==> config.mk <==
export PLATFORM = sky130hd
export DESIGN_NAME = display_idle_dim_controller
export DESIGN_NICKNAME = d
export VERILOG_FILES = /design/src/sv/dimc_pkg.sv /design/src/sv/dimc_csr.sv /design/src/sv/dimc_core.sv /design/src/sv/display_idle_dim_controller.sv
export SDC_FILE = /design/constraint.sdc
export NUM_CORES = 1
export LEC_CHECK = 0
export ABC_AREA = 0
export BUFFER_PORTS_ARGS = -buffer_cell sky130_fd_sc_hd__buf_4
export CORE_MARGIN = 2
export CORE_UTILIZATION = 45
export DETAILED_ROUTE_END_ITERATION = 8
export PLACE_DENSITY = 0.67
export SKIP_CTS_REPAIR_TIMING = 1
export SYNTH_ARGS = -nofsm -noshare
export SYNTH_HDL_FRONTEND = slang
export SYNTH_SLANG_ARGS = --single-unit
==> constraint.sdc <==
create_clock -name clock -period 5.6 [get_ports clock]
set_input_delay 0.28 -clock clock [delete_from_list [all_inputs] [get_ports clock]]
set_output_delay 0.28 -clock clock [all_outputs]
set_load 0.01 [all_outputs]
==> src/sv/dimc_pkg.sv <==
package dimc_pkg;

   localparam int TIME_BITS_DEFAULT = 24;

   // request kinds carried in req_tuser
   localparam logic [2:0] REQ_DIM_TICK  = 3'd0;
   localparam logic [2:0] REQ_IDLE_TICK = 3'd1;
   localparam logic [2:0] REQ_SLEEP     = 3'd2;
   localparam logic [2:0] REQ_WAKE      = 3'd3;
   localparam logic [2:0] REQ_ACTIVITY  = 3'd4;

   // configuration register indexes
   localparam logic [2:0] CSR_WAKE_TIMEOUT  = 3'd0;
   localparam logic [2:0] CSR_USER_BRIGHT   = 3'd1;
   localparam logic [2:0] CSR_DIM_PERCENT   = 3'd2;
   localparam logic [2:0] CSR_TOUCH_BRIGHT  = 3'd3;
   localparam logic [2:0] CSR_TOUCH_OFF     = 3'd4;
   localparam logic [2:0] CSR_MONITOR_AFTER = 3'd5;

   // panel power commands
   localparam logic [1:0] PWR_NONE = 2'd0;
   localparam logic [1:0] PWR_DOWN = 2'd1;
   localparam logic [1:0] PWR_UP   = 2'd2;

   localparam logic TOUCH_ACTIVE  = 1'b0;
   localparam logic TOUCH_MONITOR = 1'b1;

   localparam int WAKE_TIMEOUT_RESET  = 30000;
   localparam int TOUCH_BRIGHT_RESET  = 5000;
   localparam int TOUCH_OFF_RESET     = 10000;
   localparam int MONITOR_AFTER_RESET = 10000;
   localparam logic [7:0] USER_BRIGHT_RESET = 8'd255;
   localparam logic [6:0] DIM_PERCENT_RESET = 7'd30;
   localparam int MIN_WAKE_TIMEOUT = 2;

   // x / 100 == (x * 5243) >> 19, exact for x < 43690
   localparam logic [12:0] DIV100_MUL   = 13'd5243;
   localparam int          DIV100_SHIFT = 19;

   typedef struct packed {
      logic [7:0]  user_brightness;
      logic [14:0] dim_product;     // user_brightness * dim_percent
   } dimc_cfg_type;

   // first member lands in the highest bits
   typedef struct packed {
      logic       display_is_on;
      logic [1:0] panel_power;
      logic       touch_mode;
      logic       touch_mode_valid;
      logic       sleep_request;
      logic [7:0] brightness;
      logic       brightness_valid;
   } dimc_rsp_type;

endpackage

==> src/sv/dimc_csr.sv <==
module dimc_csr #(
   parameter int TIME_BITS = dimc_pkg::TIME_BITS_DEFAULT
) (
   input  logic                 clock,
   input  logic                 reset,
   input  logic                 csr_we,
   input  logic [2:0]           csr_index,
   input  logic [TIME_BITS-1:0] csr_wdata,
   output logic [TIME_BITS-1:0] wake_timeout,
   output logic [TIME_BITS-1:0] touch_bright,
   output logic [TIME_BITS-1:0] touch_off,
   output logic [TIME_BITS-1:0] monitor_after,
   output dimc_pkg::dimc_cfg_type cfg
);

   logic [TIME_BITS-1:0] wake_timeout_ff, touch_bright_ff, touch_off_ff, monitor_after_ff;
   logic [7:0]  user_bright_ff;
   logic [6:0]  dim_percent_ff;
   logic [14:0] dim_product_ff, dim_product_in;

   // product is registered so the step path holds only the divide-by-100 multiply
   assign dim_product_in = 15'(user_bright_ff) * 15'(dim_percent_ff);

   always_ff @(posedge clock) begin
      if (reset) begin
         wake_timeout_ff  <= TIME_BITS'(dimc_pkg::WAKE_TIMEOUT_RESET);
         user_bright_ff   <= dimc_pkg::USER_BRIGHT_RESET;
         dim_percent_ff   <= dimc_pkg::DIM_PERCENT_RESET;
         touch_bright_ff  <= TIME_BITS'(dimc_pkg::TOUCH_BRIGHT_RESET);
         touch_off_ff     <= TIME_BITS'(dimc_pkg::TOUCH_OFF_RESET);
         monitor_after_ff <= TIME_BITS'(dimc_pkg::MONITOR_AFTER_RESET);
         dim_product_ff   <= 15'(dimc_pkg::USER_BRIGHT_RESET) *
                             15'(dimc_pkg::DIM_PERCENT_RESET);
      end else begin
         dim_product_ff <= dim_product_in;
         if (csr_we) begin
            unique case (csr_index)
               dimc_pkg::CSR_WAKE_TIMEOUT:  wake_timeout_ff  <= csr_wdata;
               dimc_pkg::CSR_USER_BRIGHT:   user_bright_ff   <= csr_wdata[7:0];
               dimc_pkg::CSR_DIM_PERCENT:   dim_percent_ff   <= csr_wdata[6:0];
               dimc_pkg::CSR_TOUCH_BRIGHT:  touch_bright_ff  <= csr_wdata;
               dimc_pkg::CSR_TOUCH_OFF:     touch_off_ff     <= csr_wdata;
               dimc_pkg::CSR_MONITOR_AFTER: monitor_after_ff <= csr_wdata;
               default: ;
            endcase
         end
      end
   end

   assign wake_timeout        = wake_timeout_ff;
   assign touch_bright        = touch_bright_ff;
   assign touch_off           = touch_off_ff;
   assign monitor_after       = monitor_after_ff;
   assign cfg.user_brightness = user_bright_ff;
   assign cfg.dim_product     = dim_product_ff;

endmodule

==> src/sv/dimc_core.sv <==
module dimc_core #(
   parameter int TIME_BITS = dimc_pkg::TIME_BITS_DEFAULT
) (
   input  logic                   clock,
   input  logic                   reset,
   input  logic                   step_en,
   input  logic [2:0]             req_type,
   input  logic [TIME_BITS-1:0]   inactive_ms,
   input  logic                   mode_write_ok,
   input  logic [TIME_BITS-1:0]   wake_timeout,
   input  logic [TIME_BITS-1:0]   touch_bright,
   input  logic [TIME_BITS-1:0]   touch_off,
   input  logic [TIME_BITS-1:0]   monitor_after,
   input  dimc_pkg::dimc_cfg_type cfg,
   output dimc_pkg::dimc_rsp_type rsp
);

   logic panel_on_ff, panel_on_in;
   logic touch_cycle_ff, touch_cycle_in;
   logic dimmed_ff, dimmed_in;
   logic monitor_ff, monitor_in;
   logic [TIME_BITS-1:0] prev_ff, prev_in;
   logic [7:0] saved_ff, saved_in;

   logic [TIME_BITS-1:0] wake_eff, off_at, dim_at;
   logic [27:0] scaled;
   logic [8:0]  lvl_raw;
   logic [7:0]  lvl_clamped;
   logic        activity, dimmed_mid;

   assign scaled  = 28'(cfg.dim_product) * 28'(dimc_pkg::DIV100_MUL);
   assign lvl_raw = scaled[dimc_pkg::DIV100_SHIFT +: 9];

   always_comb begin
      if (lvl_raw > 9'd255)     lvl_clamped = 8'd255;
      else if (lvl_raw == 9'd0) lvl_clamped = 8'd1;
      else                      lvl_clamped = lvl_raw[7:0];
   end

   assign wake_eff = (wake_timeout < TIME_BITS'(dimc_pkg::MIN_WAKE_TIMEOUT)) ?
                     TIME_BITS'(dimc_pkg::MIN_WAKE_TIMEOUT) : wake_timeout;
   assign activity = inactive_ms < prev_ff;

   always_comb begin
      panel_on_in    = panel_on_ff;
      touch_cycle_in = touch_cycle_ff;
      dimmed_in      = dimmed_ff;
      monitor_in     = monitor_ff;
      prev_in        = prev_ff;
      saved_in       = saved_ff;
      dimmed_mid     = dimmed_ff;
      off_at         = wake_eff;
      dim_at         = wake_eff >> 1;
      rsp            = '0;

      unique case (req_type)
         dimc_pkg::REQ_DIM_TICK: begin
            if (panel_on_ff) begin
               prev_in = inactive_ms;
               if (activity) begin
                  touch_cycle_in = 1'b1;
                  if (dimmed_ff) begin
                     rsp.brightness_valid = 1'b1;
                     rsp.brightness       = saved_ff;
                     dimmed_mid           = 1'b0;
                  end
               end
               dimmed_in = dimmed_mid;
               if (touch_cycle_in) begin
                  off_at = touch_off;
                  dim_at = touch_bright;
               end
               if (inactive_ms >= off_at) begin
                  rsp.sleep_request = 1'b1;
               end else if (!dimmed_mid && inactive_ms >= dim_at) begin
                  saved_in             = cfg.user_brightness;
                  rsp.brightness_valid = 1'b1;
                  rsp.brightness       = lvl_clamped;
                  dimmed_in            = 1'b1;
               end
            end
         end
         dimc_pkg::REQ_IDLE_TICK: begin
            if (panel_on_ff && !monitor_ff && inactive_ms >= monitor_after) begin
               rsp.touch_mode_valid = 1'b1;
               rsp.touch_mode       = dimc_pkg::TOUCH_MONITOR;
               if (mode_write_ok) monitor_in = 1'b1;
            end
         end
         dimc_pkg::REQ_SLEEP: begin
            if (panel_on_ff) begin
               rsp.touch_mode_valid = 1'b1;
               rsp.touch_mode       = dimc_pkg::TOUCH_MONITOR;
               rsp.brightness_valid = 1'b1;
               rsp.panel_power      = dimc_pkg::PWR_DOWN;
               dimmed_in            = 1'b0;
               touch_cycle_in       = 1'b0;
               prev_in              = '0;
               monitor_in           = 1'b0;
               panel_on_in          = 1'b0;
            end
         end
         dimc_pkg::REQ_WAKE: begin
            if (!panel_on_ff) begin
               rsp.panel_power      = dimc_pkg::PWR_UP;
               rsp.brightness_valid = 1'b1;
               rsp.brightness       = cfg.user_brightness;
               rsp.touch_mode_valid = 1'b1;
               rsp.touch_mode       = dimc_pkg::TOUCH_ACTIVE;
               touch_cycle_in       = 1'b0;
               prev_in              = '0;
               dimmed_in            = 1'b0;
               monitor_in           = 1'b0;
               panel_on_in          = 1'b1;
            end
         end
         dimc_pkg::REQ_ACTIVITY: monitor_in = 1'b0;
         default: ;
      endcase

      rsp.display_is_on = panel_on_in;
   end

   always_ff @(posedge clock) begin
      if (reset) begin
         panel_on_ff    <= 1'b1;
         touch_cycle_ff <= 1'b0;
         dimmed_ff      <= 1'b0;
         monitor_ff     <= 1'b0;
         prev_ff        <= '0;
         saved_ff       <= '0;
      end else if (step_en) begin
         panel_on_ff    <= panel_on_in;
         touch_cycle_ff <= touch_cycle_in;
         dimmed_ff      <= dimmed_in;
         monitor_ff     <= monitor_in;
         prev_ff        <= prev_in;
         saved_ff       <= saved_in;
      end
   end

   // with the panel off no dim, touch-cycle or inactivity state may be left over from the last on period
   a_off_clean: assert property (@(posedge clock) disable iff (reset)
      !panel_on_ff |-> (!dimmed_ff && !touch_cycle_ff && prev_ff == '0))
      else $error("stale dim state while panel is off");

endmodule

==> src/sv/display_idle_dim_controller.sv <==
// Display idle dim controller.
// req_* channel: one transaction per event. req_tuser carries the request kind
// (dim tick, touch idle tick, sleep, wake, external activity), req_tdata the
// inactivity time and the monitor mode write outcome.
// rsp_* channel: exactly one result per request, in order: brightness command,
// sleep request, touch mode write, panel power command and the display-on flag.
// csr_* port: write-only configuration, taken at any edge with csr_we high;
// write only while no request is in flight.
// Each request passes through the input register, then the step logic into the result
// register, where rsp_tvalid is raised. Throughput: one transaction per cycle while
// rsp_tready is high; the state update and the divide-by-100 multiply fit in a single step.
// A changed brightness or percent takes effect for requests accepted from the
// cycle after the write.
// Reset (synchronous, active high): panel on, wake cycle, not dimmed, monitor
// flag clear, configuration at its defaults, both pipeline stages empty.
// When rsp_tready is low, the result holds and one more request is taken into
// the input register; after that req_tready drops until the result is taken.
module display_idle_dim_controller #(
   parameter int TIME_BITS = dimc_pkg::TIME_BITS_DEFAULT,
   localparam int REQ_DATA_W = ((TIME_BITS + 1 + 7) / 8) * 8
) (
   input  logic                  clock,
   input  logic                  reset,
   input  logic                  req_tvalid,
   output logic                  req_tready,
   input  logic [REQ_DATA_W-1:0] req_tdata,   // inactive_ms, mode_write_ok
   input  logic [2:0]            req_tuser,   // req_type
   output logic                  rsp_tvalid,
   input  logic                  rsp_tready,
   // brightness_valid, brightness, sleep_request, touch_mode_valid, touch_mode,
   // panel_power, display_is_on
   output logic [15:0]           rsp_tdata,
   input  logic                  csr_we,
   input  logic [2:0]            csr_index,
   input  logic [TIME_BITS-1:0]  csr_wdata
);

   logic                 in_valid_ff;
   logic [2:0]           type_ff;
   logic [TIME_BITS-1:0] inactive_ff;
   logic                 write_ok_ff;
   logic                 out_valid_ff;
   dimc_pkg::dimc_rsp_type rsp_ff, rsp_in;

   logic out_free, step_en, req_fire;
   logic [TIME_BITS-1:0] wake_timeout, touch_bright, touch_off, monitor_after;
   dimc_pkg::dimc_cfg_type cfg;

   assign out_free   = !out_valid_ff || rsp_tready;
   assign step_en    = in_valid_ff && out_free;
   assign req_tready = !in_valid_ff || out_free;
   assign req_fire   = req_tvalid && req_tready;

   dimc_csr #(.TIME_BITS(TIME_BITS)) u_csr (
      .clock         (clock),
      .reset         (reset),
      .csr_we        (csr_we),
      .csr_index     (csr_index),
      .csr_wdata     (csr_wdata),
      .wake_timeout  (wake_timeout),
      .touch_bright  (touch_bright),
      .touch_off     (touch_off),
      .monitor_after (monitor_after),
      .cfg           (cfg)
   );

   dimc_core #(.TIME_BITS(TIME_BITS)) u_core (
      .clock         (clock),
      .reset         (reset),
      .step_en       (step_en),
      .req_type      (type_ff),
      .inactive_ms   (inactive_ff),
      .mode_write_ok (write_ok_ff),
      .wake_timeout  (wake_timeout),
      .touch_bright  (touch_bright),
      .touch_off     (touch_off),
      .monitor_after (monitor_after),
      .cfg           (cfg),
      .rsp           (rsp_in)
   );

   always_ff @(posedge clock) begin
      if (reset) begin
         in_valid_ff  <= 1'b0;
         out_valid_ff <= 1'b0;
      end else begin
         if (req_fire)      in_valid_ff <= 1'b1;
         else if (step_en)  in_valid_ff <= 1'b0;
         if (step_en)       out_valid_ff <= 1'b1;
         else if (rsp_tready) out_valid_ff <= 1'b0;
      end
   end

   always_ff @(posedge clock) begin
      if (req_fire) begin
         type_ff     <= req_tuser;
         inactive_ff <= req_tdata[TIME_BITS-1:0];
         write_ok_ff <= req_tdata[TIME_BITS];
      end
      if (step_en) rsp_ff <= rsp_in;
   end

   assign rsp_tvalid = out_valid_ff;
   assign rsp_tdata  = {1'b0, rsp_ff};

   a_step_lands: assert property (@(posedge clock) disable iff (reset)
      step_en |=> out_valid_ff)
      else $error("stepped transaction did not reach the result register");

   a_empty_ready: assert property (@(posedge clock) disable iff (reset)
      !in_valid_ff |-> req_tready)
      else $error("input stage empty but request not ready");

   a_power_up_on: assert property (@(posedge clock) disable iff (reset)
      (out_valid_ff && rsp_ff.panel_power == dimc_pkg::PWR_UP) |-> rsp_ff.display_is_on)
      else $error("power up reported with display off");

endmodule
## Yosys cells after proc, flatten, opt, wreduce, memory -nomap -nowiden

Index checks and enable logic that the tools add are counted.

- Div/mod/pow operators: 0
- Order comparisons: 6
- Multipliers: 2
- Eq/ne operators: 14
- $add $sub $neg: 0
- Shifts and indexed selects: 0
- Reductions and logical operators: 28
- Mux-type cells: 50
- Bitwise gates (word level): 1

Operators with widths:

| kind | number |
|---|---|
| two-way mux 24 bit | 10 |
| >= comparator 24 bit | 3 |
| one-hot mux 24 bit (3 select lines) | 1 |
| two-way mux 9 bit | 6 |
| multiplier 15 x 13 -> 28 bit, second input constant | 1 |
| less-than comparator 24 x 2 -> 1 bit, second input constant | 1 |
| less-than comparator 24 bit | 1 |
| two-way mux 1 bit | 20 |
| two-way mux 8 bit | 2 |
| one-hot mux 8 bit (2 select lines) | 1 |
| multiplier 8 x 7 -> 15 bit | 1 |
| AND reduction 2 bit | 7 |
| equality test 3 x 2 -> 1 bit, second input constant | 4 |
| AND reduction 5 bit | 2 |
| equality test 3 bit, second input constant | 3 |
| > comparator 9 x 8 -> 1 bit, second input constant | 1 |
| logical NOT 9 bit | 1 |
| one-hot mux 1 bit (3 select lines) | 3 |
| equality test 3 x 1 -> 1 bit, second input constant | 2 |
| logical NOT 3 bit | 2 |
| inequality test 2 x 1 -> 1 bit, second input constant | 3 |
| one-hot mux 2 bit (3 select lines) | 1 |
| AND reduction 6 bit | 1 |
| logical AND 1 bit | 5 |
| other kinds (13) | 19 |

- Latch bits: 0
- Bits in read-only memories: 0
- Input bits: 67
- Register bits after elaboration: 207
- Word-level logic and storage cells: 126
- Output and inout bits: 18
- Memory bits (writable): 0
- Memories kept: 0

## Longest topological paths before layout

Gate-level depths: netlist (run 1).

- Word-level depth: 13
- Gate-level depth with buffers: 25
- Gate-level depth less buffers: 21

## Cells and area by module

A second synthesis (run 1) with hierarchy kept.

- Cells, all modules: 1722
- Area total of the unflattened synthesis: 15748.9 sq um

Modules (own cells, without submodules):

| module | times used | area each (sq um) | cells each | seq. area each (sq um) |
|---|---|---|---|---|
| dimc_core | 1 | 8241.7 | 959 | 720.7 |
| dimc_csr | 1 | 6100.9 | 708 | 2522.4 |
| display_idle_dim_controller | 1 | 1406.3 | 55 | 1331.3 |

## Worst setup path before layout (run 1)

OpenSTA, ideal clock, no wires.

- Path type: register to register
- Start point: reg u_csr.dim_product_ff[12]
- End point: reg rsp_ff, in the netlist rsp_tdata[1] (data pin)
- Setup slack: 301 ps
- Clock period less this slack: 5299 ps
- Cell stages (with the launch flop): 18
- Setup time: 167 ps
- Path buffers: 0
- Required time: 5433 ps
- Arrival: 5132 ps
- Cells stage by stage: dfxtp_1 > fa_1 > ha_1 > inv_1 > fa_1 > inv_1 > fa_1 > inv_1 > fa_1 > inv_1 > ha_1 > nand3_1 > or4b_2 > o32ai_1 > xor2_1 > or4_1 > nand4bb_1 > a221oi_2

RTL lines:

| what | RTL line | RTL |
|---|---|---|
| start: declaration | dimc_csr.sv:19 | `logic [14:0] dim_product_ff, dim_product_in;` |
| start signal: assignment | dimc_csr.sv:32 | `dim_product_ff <= 15'(dimc_pkg::USER_BRIGHT_RESET) *` |
| start signal: assignment | dimc_csr.sv:35 | `dim_product_ff <= dim_product_in;` |
| end signal: assignment | display_idle_dim_controller.sv:100 | `if (step_en) rsp_ff <= rsp_in;` |
| end: declaration | display_idle_dim_controller.sv:43 | `dimc_pkg::dimc_rsp_type rsp_ff, rsp_in;` |

==> summary.md, run 1 <==
| Metric | Value |
|---|---|
| Startpoint types | flop |
| Clock sink count | 207 |
| Final period util | 0.970 |
| Most common library cell in the layout ignoring fill and taps | nand2_1 |
| MaxCap Viol Count | 0 |
| Fillcell total | 3065 |
| Crit path kind | flop to flop |
| # nets final | 2218 |
| Commonest cells after routing, fill and taps aside | 295 x nand2_1, 228 x ha_1, 207 x inv_1 |
| Number of synthesized flops with an enable pin | 43 |
| Num CTS Buffers | 24 |
| DIE WIDTH | 189 um |
| Layout area overhead | 16.7% |
| Number of detailed-route iterations in the first pass | 5 |
| Avg Cell Area, Syn | 9.00 um^2 |
| Critical path data required time | 5.96 ns |
| Ys flop type | dfxtp_1 |
| # rows | 67 |
| First-pass GRT wire length | 62100 um |
| Synth Register Bits | 207 |
| Reg clk slew, reported paths | 0.05 ns |
| Slew headroom | 0.189 |
| Final Cell Area | 17900 um^2 |
| Worst Setup End Kind | flop |
| Clk buf depth | 3 |
| Reg-to-reg endpoint | rsp_tdata[1] |
| GR Overflow Total | 0 |
| Diodes inserted | 0 |
| Synth Cell Area | 15400 um^2 |
| Crit path capture | rsp_tdata[1] |
| Hold WS | -0.0156 ns |
| Via density | 5.31 |
| Syn Nets | 2099 |
| Initial antenna violation count | 0 |
| Final Slew Violations | 0 |
| Area of the die | 35600 um^2 |
| Worst reg2reg path depth | 18 |
| Final wirelength | 38400 um |
| Initial Utilization | 0.458 |
| Root cell of the clock tree | clkbuf_16 |
| Final Hold Fails | 3 |
| Sequential-to-total area share from yosys stat | 0.298 |
| Dpl hpwl | 28800 um |
| Worst r2r src | u_csr.dim_product_ff[11] |
| Status | finished with violations |
| Failing checks | hold timing |
| Min Tclk post-route | 5.43 ns |
| Top Ports | 85 |
| Data arrival, critical path | 5.79 ns |
| Worst Skew | 0.0328 ns |
| YS warnings | 0 |
| DRT antenna net count | 0 |
| Worst skew pair latency | 0.55 ns |
| Total track usage | 0.216 |
| Core ar. | 33500 um^2 |
| DIE HEIGHT | 189 um |
| Fin Setup TNS | 0 ns |
| Htree depth | 1 |
| Cells after synthesis | 1706 |
| Setup-failing EPs final | 0 |
| Async SR Flop Fraction | 0 |
| FMAX | 184 MHz |
| Largest net degree at the start of global routing | 90 |
| # DRC | 0 |
| CP startpoint | u_csr.dim_product_ff[11] |
| Iter 0 DRT Violations | 507 |
| Reg2reg setup slack | 0.17 ns |
| GP Congestion | 0.874 |
| Fraction of layout cells with a size suffix above 1 | 0.107 |
| WL per Instance | 16.8 um |
| Worst-Margin Slew | 1.22 ns |
| Number of port buffers | 76 |
| Unrepaired setup endpoints after global routing | true |
| Post-Place Cell Area | 16600 um^2 |
| Number of global-route vias before repair | 12200 |
| Critical path fanouts, max | 4 |
| TritonCTS clock tree | built |
| Yosys cell types | 66 |
| Hold Crit Class | primary input to flop |
| Vias | 12200 |
metrics by stage:
| step | std cells | hold slack, ns | utilization | setup slack (ns) |
|---|---|---|---|---|
| floorplan | 1706 | 0.379 | - | 0.301 |
| global placement | 2205 | 0.438 | 0.494 | 0.107 |
| detailed placement | 2205 | 0.447 | 0.494 | 0.0297 |
| CTS | 2249 | -0.114 | 0.519 | 0.000208 |
| global route | 2291 | -0.000442 | 0.534 | -0.0528 |
| finish | 2291 | -0.0156 | 0.534 | 0.167 |
state kept, by name, indices dropped and copies added (netlist names), 8 cells and up:
name and flops:
rsp_tdata 15, u_csr.monitor_after 24, u_csr.touch_bright 24, u_csr.dim_product_ff 15, u_csr.wake_timeout 24, u_csr.touch_off 24
inactive_ff 24, u_core.prev_ff 24, u_csr.user_bright_ff 8, u_core.saved_ff 8
cell type report:
type                       instances  area [um^2]  share of cell area
multi-input combinational       1221         9810               0.548
sequential                       207         4590               0.256
timing repair buffer             162         1340              0.0749
inverter                         209          785              0.0438
clock buffer                      38          723              0.0404
tap                              448          561              0.0313
clock inverter                     6          105             0.00587
cells in the mapped netlist (4+ instances only):
| library cell | n | area (um^2) |
|---|---|---|
| o21ai_0 | 34 | 170 |
| xor2_1 | 6 | 52.6 |
| inv_1 | 208 | 781 |
| a31oi_1 | 4 | 25.0 |
| dfxtp_1 | 164 | 3280 |
| ha_1 | 228 | 2850 |
| nand2b_1 | 10 | 62.6 |
| a22o_1 | 5 | 43.8 |
| buf_2 | 5 | 25.0 |
| nor4_1 | 10 | 62.6 |
| a221o_1 | 4 | 40.0 |
| a22oi_1 | 35 | 263 |
| o21a_1 | 4 | 30.0 |
| a2111oi_0 | 4 | 35.0 |
| mux2i_1 | 51 | 510 |
| a21oi_1 | 132 | 661 |
| a21o_1 | 20 | 150 |
| a211oi_1 | 6 | 45.0 |
| nor2_1 | 76 | 285 |
| clkbuf_1 | 62 | 233 |
| and2_1 | 27 | 169 |
| nand4_1 | 12 | 75.1 |
| nand3_1 | 39 | 195 |
| fa_1 | 98 | 1960 |
| and3_1 | 6 | 37.5 |
| o21ai_1 | 4 | 20.0 |
| nor3_1 | 16 | 80.1 |
| xnor2_1 | 15 | 131 |
| nor2b_1 | 15 | 93.8 |
| o211ai_1 | 14 | 105 |
| edfxtp_1 | 43 | 1290 |
| nand2_1 | 297 | 1110 |
kinds of logic (layout without fill, tap and decap cells):
logic type | Yosys count | after routing | share of synthesized area
multiplexers | 51 | 51 | 0.0332
AND/OR/NAND/NOR | 531 | 531 | 0.155
adder cells (fa/ha/maj) | 326 | 326 | 0.314
flip-flops | 207 | 207 | 0.298
other | 1 | 1 | 0.000244
buffers and inverters | 278 | 415 | 0.0686
AO/OA/AOI/OAI | 291 | 291 | 0.120
XOR/XNOR | 21 | 21 | 0.0120
routing by layer:
metal,share of wire,GRT usage,up-vias
li1,-,-,5995
met1,0.43,0.274,5812
met2,0.49,0.383,278
met3,0.043,0.0250,76
met4,0.033,0.0688,0
met5,0,0,-
worst max-delay path: stages (launching register included):
cell and delay [ns]:
dfxtp_2 0.34, buf_4 0.16, ha_1 0.32, fa_1 0.54, fa_1 0.44, fa_1 0.49
inv_1 0.05, fa_1 0.52, inv_1 0.04, ha_1 0.33, a21o_1 0.21, a21oi_2 0.15
o21ai_0 0.09, a31oi_1 0.26, o32ai_4 0.15, xor2_1 0.17, or4_1 0.53, nand4bb_1 0.24
a221oi_2 0.25
how the worst min path moves through the flow:
| stage | startpoint | end | slack [ns] | depth (start not counted) |
|---|---|---|---|---|
| floorplan | req_tdata[0] | inactive_ff[0] | 0.38 | 0 |
| global placement | u_csr.wake_timeout[0] | u_csr.wake_timeout[0] | 0.44 | 2 |
| detailed placement | u_csr.touch_off[0] | u_csr.touch_off[0] | 0.45 | 2 |
| CTS | req_tdata[2] | inactive_ff[2] | -0.11 | 1 |
| global route | csr_wdata[15] | u_csr.touch_bright[15] | -0.0004 | 3 |
| finish | csr_wdata[12] | u_csr.touch_bright[12] | -0.02 | 3 |
Power of run 1 is not shown: default switching activity piles up to over one toggle a cycle in this logic, so the estimate is an artifact.
==> run 2: changes to the inputs <==
--- a/config.mk
+++ b/config.mk
@@ -5,7 +5,7 @@
 export SDC_FILE = /design/constraint.sdc
 export NUM_CORES = 1
 export LEC_CHECK = 0
-export ABC_AREA = 0
+export ABC_AREA = 1
 export BUFFER_PORTS_ARGS = -buffer_cell sky130_fd_sc_hd__buf_4
 export CORE_MARGIN = 2
 export CORE_UTILIZATION = 45
==> run 2 against run 1 <==
Net effect: the flow now finishes without violations; clock skew decreased by 0.022 ns; synthesized cell count increased by 23%; via count increased by 9.7%; sequential share of layout area decreased by 0.48 points; global-route usage about the same; critical path depth increased by 5; sequential cell count unchanged; final area increased by 1.6%; critical path type unchanged; critical endpoint unchanged.
==> summary.md, run 2 <==
| Metric | Value |
|---|---|
| First-pass GRT wire length | 64400 um |
| Diodes inserted | 0 |
| Most common cell in the netlist | nand2_1 |
| Num CTS Buffers | 23 |
| CP max stage delay | 0.59 ns |
| Ranking of synthesized cells by area | dfxtp_1 20%, ha_1 18%, fa_1 12% |
| Min-delay src | csr_wdata[8] |
| Worst r2r src | u_csr.dim_product_ff[12] |
| Area of the die | 37300 um^2 |
| Via density | 5.03 |
| Synth Cell Area | 16100 um^2 |
| MaxCap Viol Count | 0 |
| Number of synthesized flops with an enable pin | 43 |
| Async SR Flop Fraction | 0 |
| Iter 0 DRT Violations | 769 |
| Dpl hpwl | 30100 um |
| Core ar. | 35400 um^2 |
| Slew headroom | 0.298 |
| DRT antenna net count | 0 |
| GP Congestion | 0.876 |
| # rows | 69 |
| Worst Skew | 0.0111 ns |
| Number of detailed-route iterations in the first pass | 6 |
| Root cell of the clock tree | clkbuf_16 |
| Startpoint types | flop |
| Critical path data required time | 5.97 ns |
| Status | finished clean |
| Hold path depth | 3 |
| Crit path cell chain | fa_1 > ha_1 > inv_1 > fa_1 > inv_1 > fa_1 > inv_1 > fa_1 > inv_1 > ha_1 > nand2_1 > inv_1 > a21oi_1 > o21bai_1 > a21oi_1 > nand3_1 > nand2_1 > nand3_1 > o21bai_1 > nand2_1 > nand2_1 > nand2_1 > nand2_1 |
| TritonCTS clock tree | built |
| Syn Nets | 2492 |
| Data arrival, critical path | 5.47 ns |
| Commonest cells in the synthesized netlist | 453 x nand2_1, 392 x inv_1, 228 x ha_1 |
| Hold Crit Class | primary input to flop |
| Ys flop type | dfxtp_1 |
| FMAX | 196 MHz |
| Clk buf depth | 3 |
| Register area | 4570 um^2 |
| Crit path kind | flop to flop |
| CP startpoint | u_csr.dim_product_ff[12] |
| Unrepaired setup endpoints after global routing | false |
| Final Slew Violations | 0 |
| Number of port buffers | 76 |
| Worst Setup End Kind | flop |
| Largest net degree at the start of global routing | 80 |
| Share of the synthesized area in the top cell type | 0.204 |
| Cells after synthesis | 2099 |
| Top Ports | 85 |
| GR Overflow Total | 0 |
| Vias | 13300 |
| Fin Setup TNS | 0 ns |
| WL per Instance | 14.8 um |
| Yosys cell types | 43 |
| Clock sink count | 207 |
| Avg Cell Area, Syn | 7.66 um^2 |
| Hold WS | 0.0232 ns |
| # DRC | 0 |
| Final wirelength | 39200 um |
| Worst skew pair latency | 0.51 ns |
| Sequential-to-total area share from yosys stat | 0.284 |
| Fraction of layout cells with a size suffix above 1 | 0.0685 |
| DIE WIDTH | 193 um |
| Multi-input gate area | 9750 um^2 |
| Synth Register Bits | 207 |
| Final period util | 0.910 |
| Htree depth | 1 |
| Critical path fanouts, max | 7 |
| Area leader, netlist | dfxtp_1 |
| Number of global-route vias before repair | 13300 |
| Placed insts | 2582 |
| DIE HEIGHT | 193 um |
| Initial antenna violation count | 0 |
| Slowest cell on the critical path | dfxtp_1 |
| Setup-failing EPs final | 0 |
| Fillcell total | 3379 |
| Worst reg2reg path depth | 23 |
| Non-Filler Instances | 2651 |
| Total track usage | 0.216 |
| Most common library cell in the layout ignoring fill and taps | nand2_1 |
| YS warnings | 0 |
| # nets final | 2567 |
| Min Tclk post-route | 5.10 ns |
| Commonest cells after routing, fill and taps aside | 452 x nand2_1, 391 x inv_1, 228 x ha_1 |
| Worst-Margin Slew | 1.05 ns |
| Initial Utilization | 0.454 |
| Layout area overhead | 13.2% |
| Most frequent CP cell | nand2_1 |
| Final Hold Fails | 0 |
| Reg clk slew, reported paths | 0.06 ns |
[run 2: changes by cell type after synthesis, moves of 9 or more]
cell / previous run / this run
xnor2_1: 15 / 0
o211ai_1: 14 / 23
nor2_1: 76 / 193
inv_1: 208 / 392
nor2b_1: 15 / 0
nand2_1: 297 / 453
mux2i_1: 51 / 0
nand3_1: 39 / 56
nand2b_1: 10 / 0
a21o_1: 20 / 1
a22oi_1: 35 / 0
o21ai_0: 34 / 159
and2_1: 27 / 1
[run 2: final timing paths]
path,end,slack [ns]
max,rsp_tdata[1],0.50
min,u_csr.touch_bright[8],0.02
max reg2reg,rsp_tdata[1],0.50
min reg2reg,u_csr.touch_bright[7],0.45
[run 2: layer usage]
| layer | routed length [um] | vias to the layer above | GRT usage |
|---|---|---|---|
| li1 | - | 6798 | - |
| met1 | 16600 | 6185 | 0.259 |
| met2 | 19500 | 289 | 0.398 |
| met3 | 1630 | 74 | 0.0228 |
| met4 | 1400 | 0 | 0.0772 |
| met5 | 0 | - | 0 |
[run 2: kinds of logic after synthesis]
group,Yosys count,share of synthesized area
flops,207,0.284
buf+inv,464,0.110
fa+ha+maj,326,0.299
xor+xnor,6,0.00327
simple gates,755,0.190
compound gates,340,0.113
other cells,1,0.000233
[run 2: stage by stage]
step	util	area, um^2	setup slack [ns]
global route	0.514	18200	0.0466
CTS	0.506	17900	0.464
detailed placement	0.482	17100	0.516
floorplan	-	16100	1.06
finish	0.514	18200	0.502
global placement	0.482	17100	0.588
[run 2: critical path, delay by kind of cell (launching register included)]
family	cells	cell delay, ns
adder cells (fa/ha/maj)	6	2.64
AO/OA/AOI/OAI	4	0.78
AND/OR/NAND/NOR	8	0.69
flip-flops	1	0.59
buffers and inverters	5	0.25
[run 2: cell type report]
type | count | share of cell area
inverters | 400 | 0.0827
flip-flops and latches | 207 | 0.251
multi-input cells | 1428 | 0.536
well taps | 461 | 0.0317
clock buffers | 26 | 0.0339
repair buffers | 114 | 0.0515
clock inverters | 15 | 0.0133
Power of run 2 is left out for the same reason.
==> run 3: changes to the inputs <==
--- a/config.mk
+++ b/config.mk
@@ -14,4 +14,5 @@
 export SKIP_CTS_REPAIR_TIMING = 1
 export SYNTH_ARGS = -nofsm -noshare
 export SYNTH_HDL_FRONTEND = slang
+export SYNTH_HIERARCHICAL = 1
 export SYNTH_SLANG_ARGS = --single-unit
==> run 3 against run 2 <==
Net effect: global-route usage is 0.16 points higher; sequential share of layout area is 0.066 points lower; routed wire length rose by 4.2%; first-iteration DRC count grew 20%; critical path depth shrank 1; critical endpoint is now rsp_tdata[5].
==> summary.md, run 3 <==
| Metric | Value |
|---|---|
| Status | finished clean |
| Worst skew pair latency | 0.51 ns |
| Synth Cell Area | 16400 um^2 |
| Root cell of the clock tree | clkbuf_16 |
| Number of global-route vias before repair | 13600 |
| Most common library cell in the layout ignoring fill and taps | nand2_1 |
| MaxCap Viol Count | 0 |
| Vias | 13800 |
| Final wirelength | 40800 um |
| Cells after synthesis | 2163 |
| Area leader, netlist | dfxtp_1 |
| WL per Instance | 15.1 um |
| Layout area overhead | 11.2% |
| Syn Nets | 2556 |
| Synth Register Bits | 207 |
| Via density | 5.10 |
| DIE WIDTH | 195 um |
| Worst Setup End Kind | flop |
| Initial Utilization | 0.459 |
| Final Hold Fails | 0 |
| # rows | 69 |
| # DRC | 0 |
| TritonCTS clock tree | built |
| First-pass GRT wire length | 67700 um |
| Dpl hpwl | 31100 um |
| Fraction of layout cells with a size suffix above 1 | 0.0640 |
| Reg2reg setup slack | 0.55 ns |
| Final period util | 0.901 |
| Worst-Margin Slew | 1.17 ns |
| Iter 0 DRT Violations | 922 |
| Critical path fanouts, max | 7 |
| Top Ports | 85 |
| Worst Skew | 0.0121 ns |
| Number of detailed-route iterations in the first pass | 5 |
| Hold Crit Class | primary input to flop |
| Critical path data required time | 5.85 ns |
| Commonest cells in the synthesized netlist | 530 x nand2_1, 372 x inv_1, 228 x ha_1 |
| Ranking of synthesized cells by area | dfxtp_1 20%, ha_1 17%, nand2_1 12% |
| Initial antenna violation count | 3 |
| Startpoint types | flop |
| Yosys cell types | 49 |
| Number of synthesized flops with an enable pin | 43 |
| Htree depth | 1 |
| Slew headroom | 0.219 |
| CP max stage delay | 0.61 ns |
| Setup-failing EPs final | 0 |
| Total track usage | 0.218 |
| GR Overflow Total | 0 |
| FMAX | 198 MHz |
| Final Slew Violations | 0 |
| Crit path cell chain | fa_1 > ha_1 > inv_1 > fa_1 > inv_1 > fa_1 > inv_1 > fa_1 > inv_1 > ha_1 > nand2_1 > inv_1 > a21oi_1 > nand2_1 > nand2_1 > nand4_1 > nand2_1 > inv_1 > a21oi_1 > o21ai_0 > nand2_1 > nand2_1 |
| Core ar. | 35700 um^2 |
| DRT antenna net count | 0 |
| # nets final | 2628 |
| Number of port buffers | 76 |
| Most common cell in the netlist | nand2_1 |
| Area of the die | 38000 um^2 |
| GP Congestion | 0.903 |
| Async SR Flop Fraction | 0 |
| DIE HEIGHT | 195 um |
| Num CTS Buffers | 23 |
| Share of the synthesized area in the top cell type | 0.200 |
| Ys flop type | dfxtp_1 |
| Unrepaired setup endpoints after global routing | false |
| Commonest cells after routing, fill and taps aside | 530 x nand2_1, 372 x inv_1, 228 x ha_1 |
| Largest net degree at the start of global routing | 59 |
| Reg clk slew, reported paths | 0.06 ns |
| Clk buf depth | 3 |
| Avg Cell Area, Syn | 7.59 um^2 |
| Fin Setup TNS | 0 ns |
| Min Tclk post-route | 5.05 ns |
| YS warnings | 6 |
| Clock sink count | 207 |
| Crit path kind | flop to flop |
| Sequential-to-total area share from yosys stat | 0.279 |
| Slowest cell on the critical path | dfxtp_1 |
| Data arrival, critical path | 5.30 ns |
==> run 3: layout make-up <==
cell class                      count  area [um^2]
Fill cell                        3502        17500
Multi-Input combinational cell   1512        10100
Sequential cell                   207         4570
Inverter                          384         1440
Timing Repair Buffer              107          873
Clock buffer                       33          643
Tap cell                          461          577
Clock inverter                      8         48.8
Antenna cell                        2         5.00
==> run 3: layer usage <==
layer,GRT usage,routed length (um),vias up
met4,0.0407,582,2
met3,0.0226,2080,39
met1,0.306,19300,6486
met2,0.365,18900,329
li1,-,-,6980
met5,0,13,-
==> run 3: kinds of logic (layout without fill, tap and decap cells) <==
family / after synthesis / count (layout) / share of synthesized area
flip-flops: 207 / 207 / 0.279
AO/OA/AOI/OAI: 275 / 275 / 0.0901
XOR/XNOR: 3 / 3 / 0.00160
adder cells (fa/ha/maj): 326 / 326 / 0.293
AND/OR/NAND/NOR: 907 / 907 / 0.230
buffers and inverters: 444 / 532 / 0.106
other: 1 / 3 / 0.000228
==> run 3: worst paths after layout <==
kind,startpoint,to,depth (start not counted)
worst max-delay path,u_csr/dim_product_ff[12],rsp_tdata[5],22
worst min-delay path,csr_wdata[9],u_csr/monitor_after[9],3
worst max register to register,u_csr/dim_product_ff[12],rsp_tdata[5],22
worst min register to register,u_csr/touch_off[13],u_csr/touch_off[13],2
==> run 3: critical path, delay by kind of cell (launching register included) <==
kind,cells,cell delay [ns]
compound gates,3,0.49
buf+inv,6,0.37
flops,1,0.61
simple gates,7,0.67
fa+ha+maj,6,2.65
==> run 3: per-stage QoR <==
stage	utilization	setup slack [ns]	cells	area, um^2	hold slack (ns)
final	0.511	0.553	2714	18300	0.0150
after global routing	0.511	0.193	2714	18300	0.0270
after CTS	0.503	0.540	2684	18000	-0.0630
after detailed placement	0.483	0.555	2643	17300	0.446
after global placement	0.483	0.607	2643	17300	0.433
after floorplan	-	1.03	2163	16400	0.342
Power of run 3 is left out for the same reason.
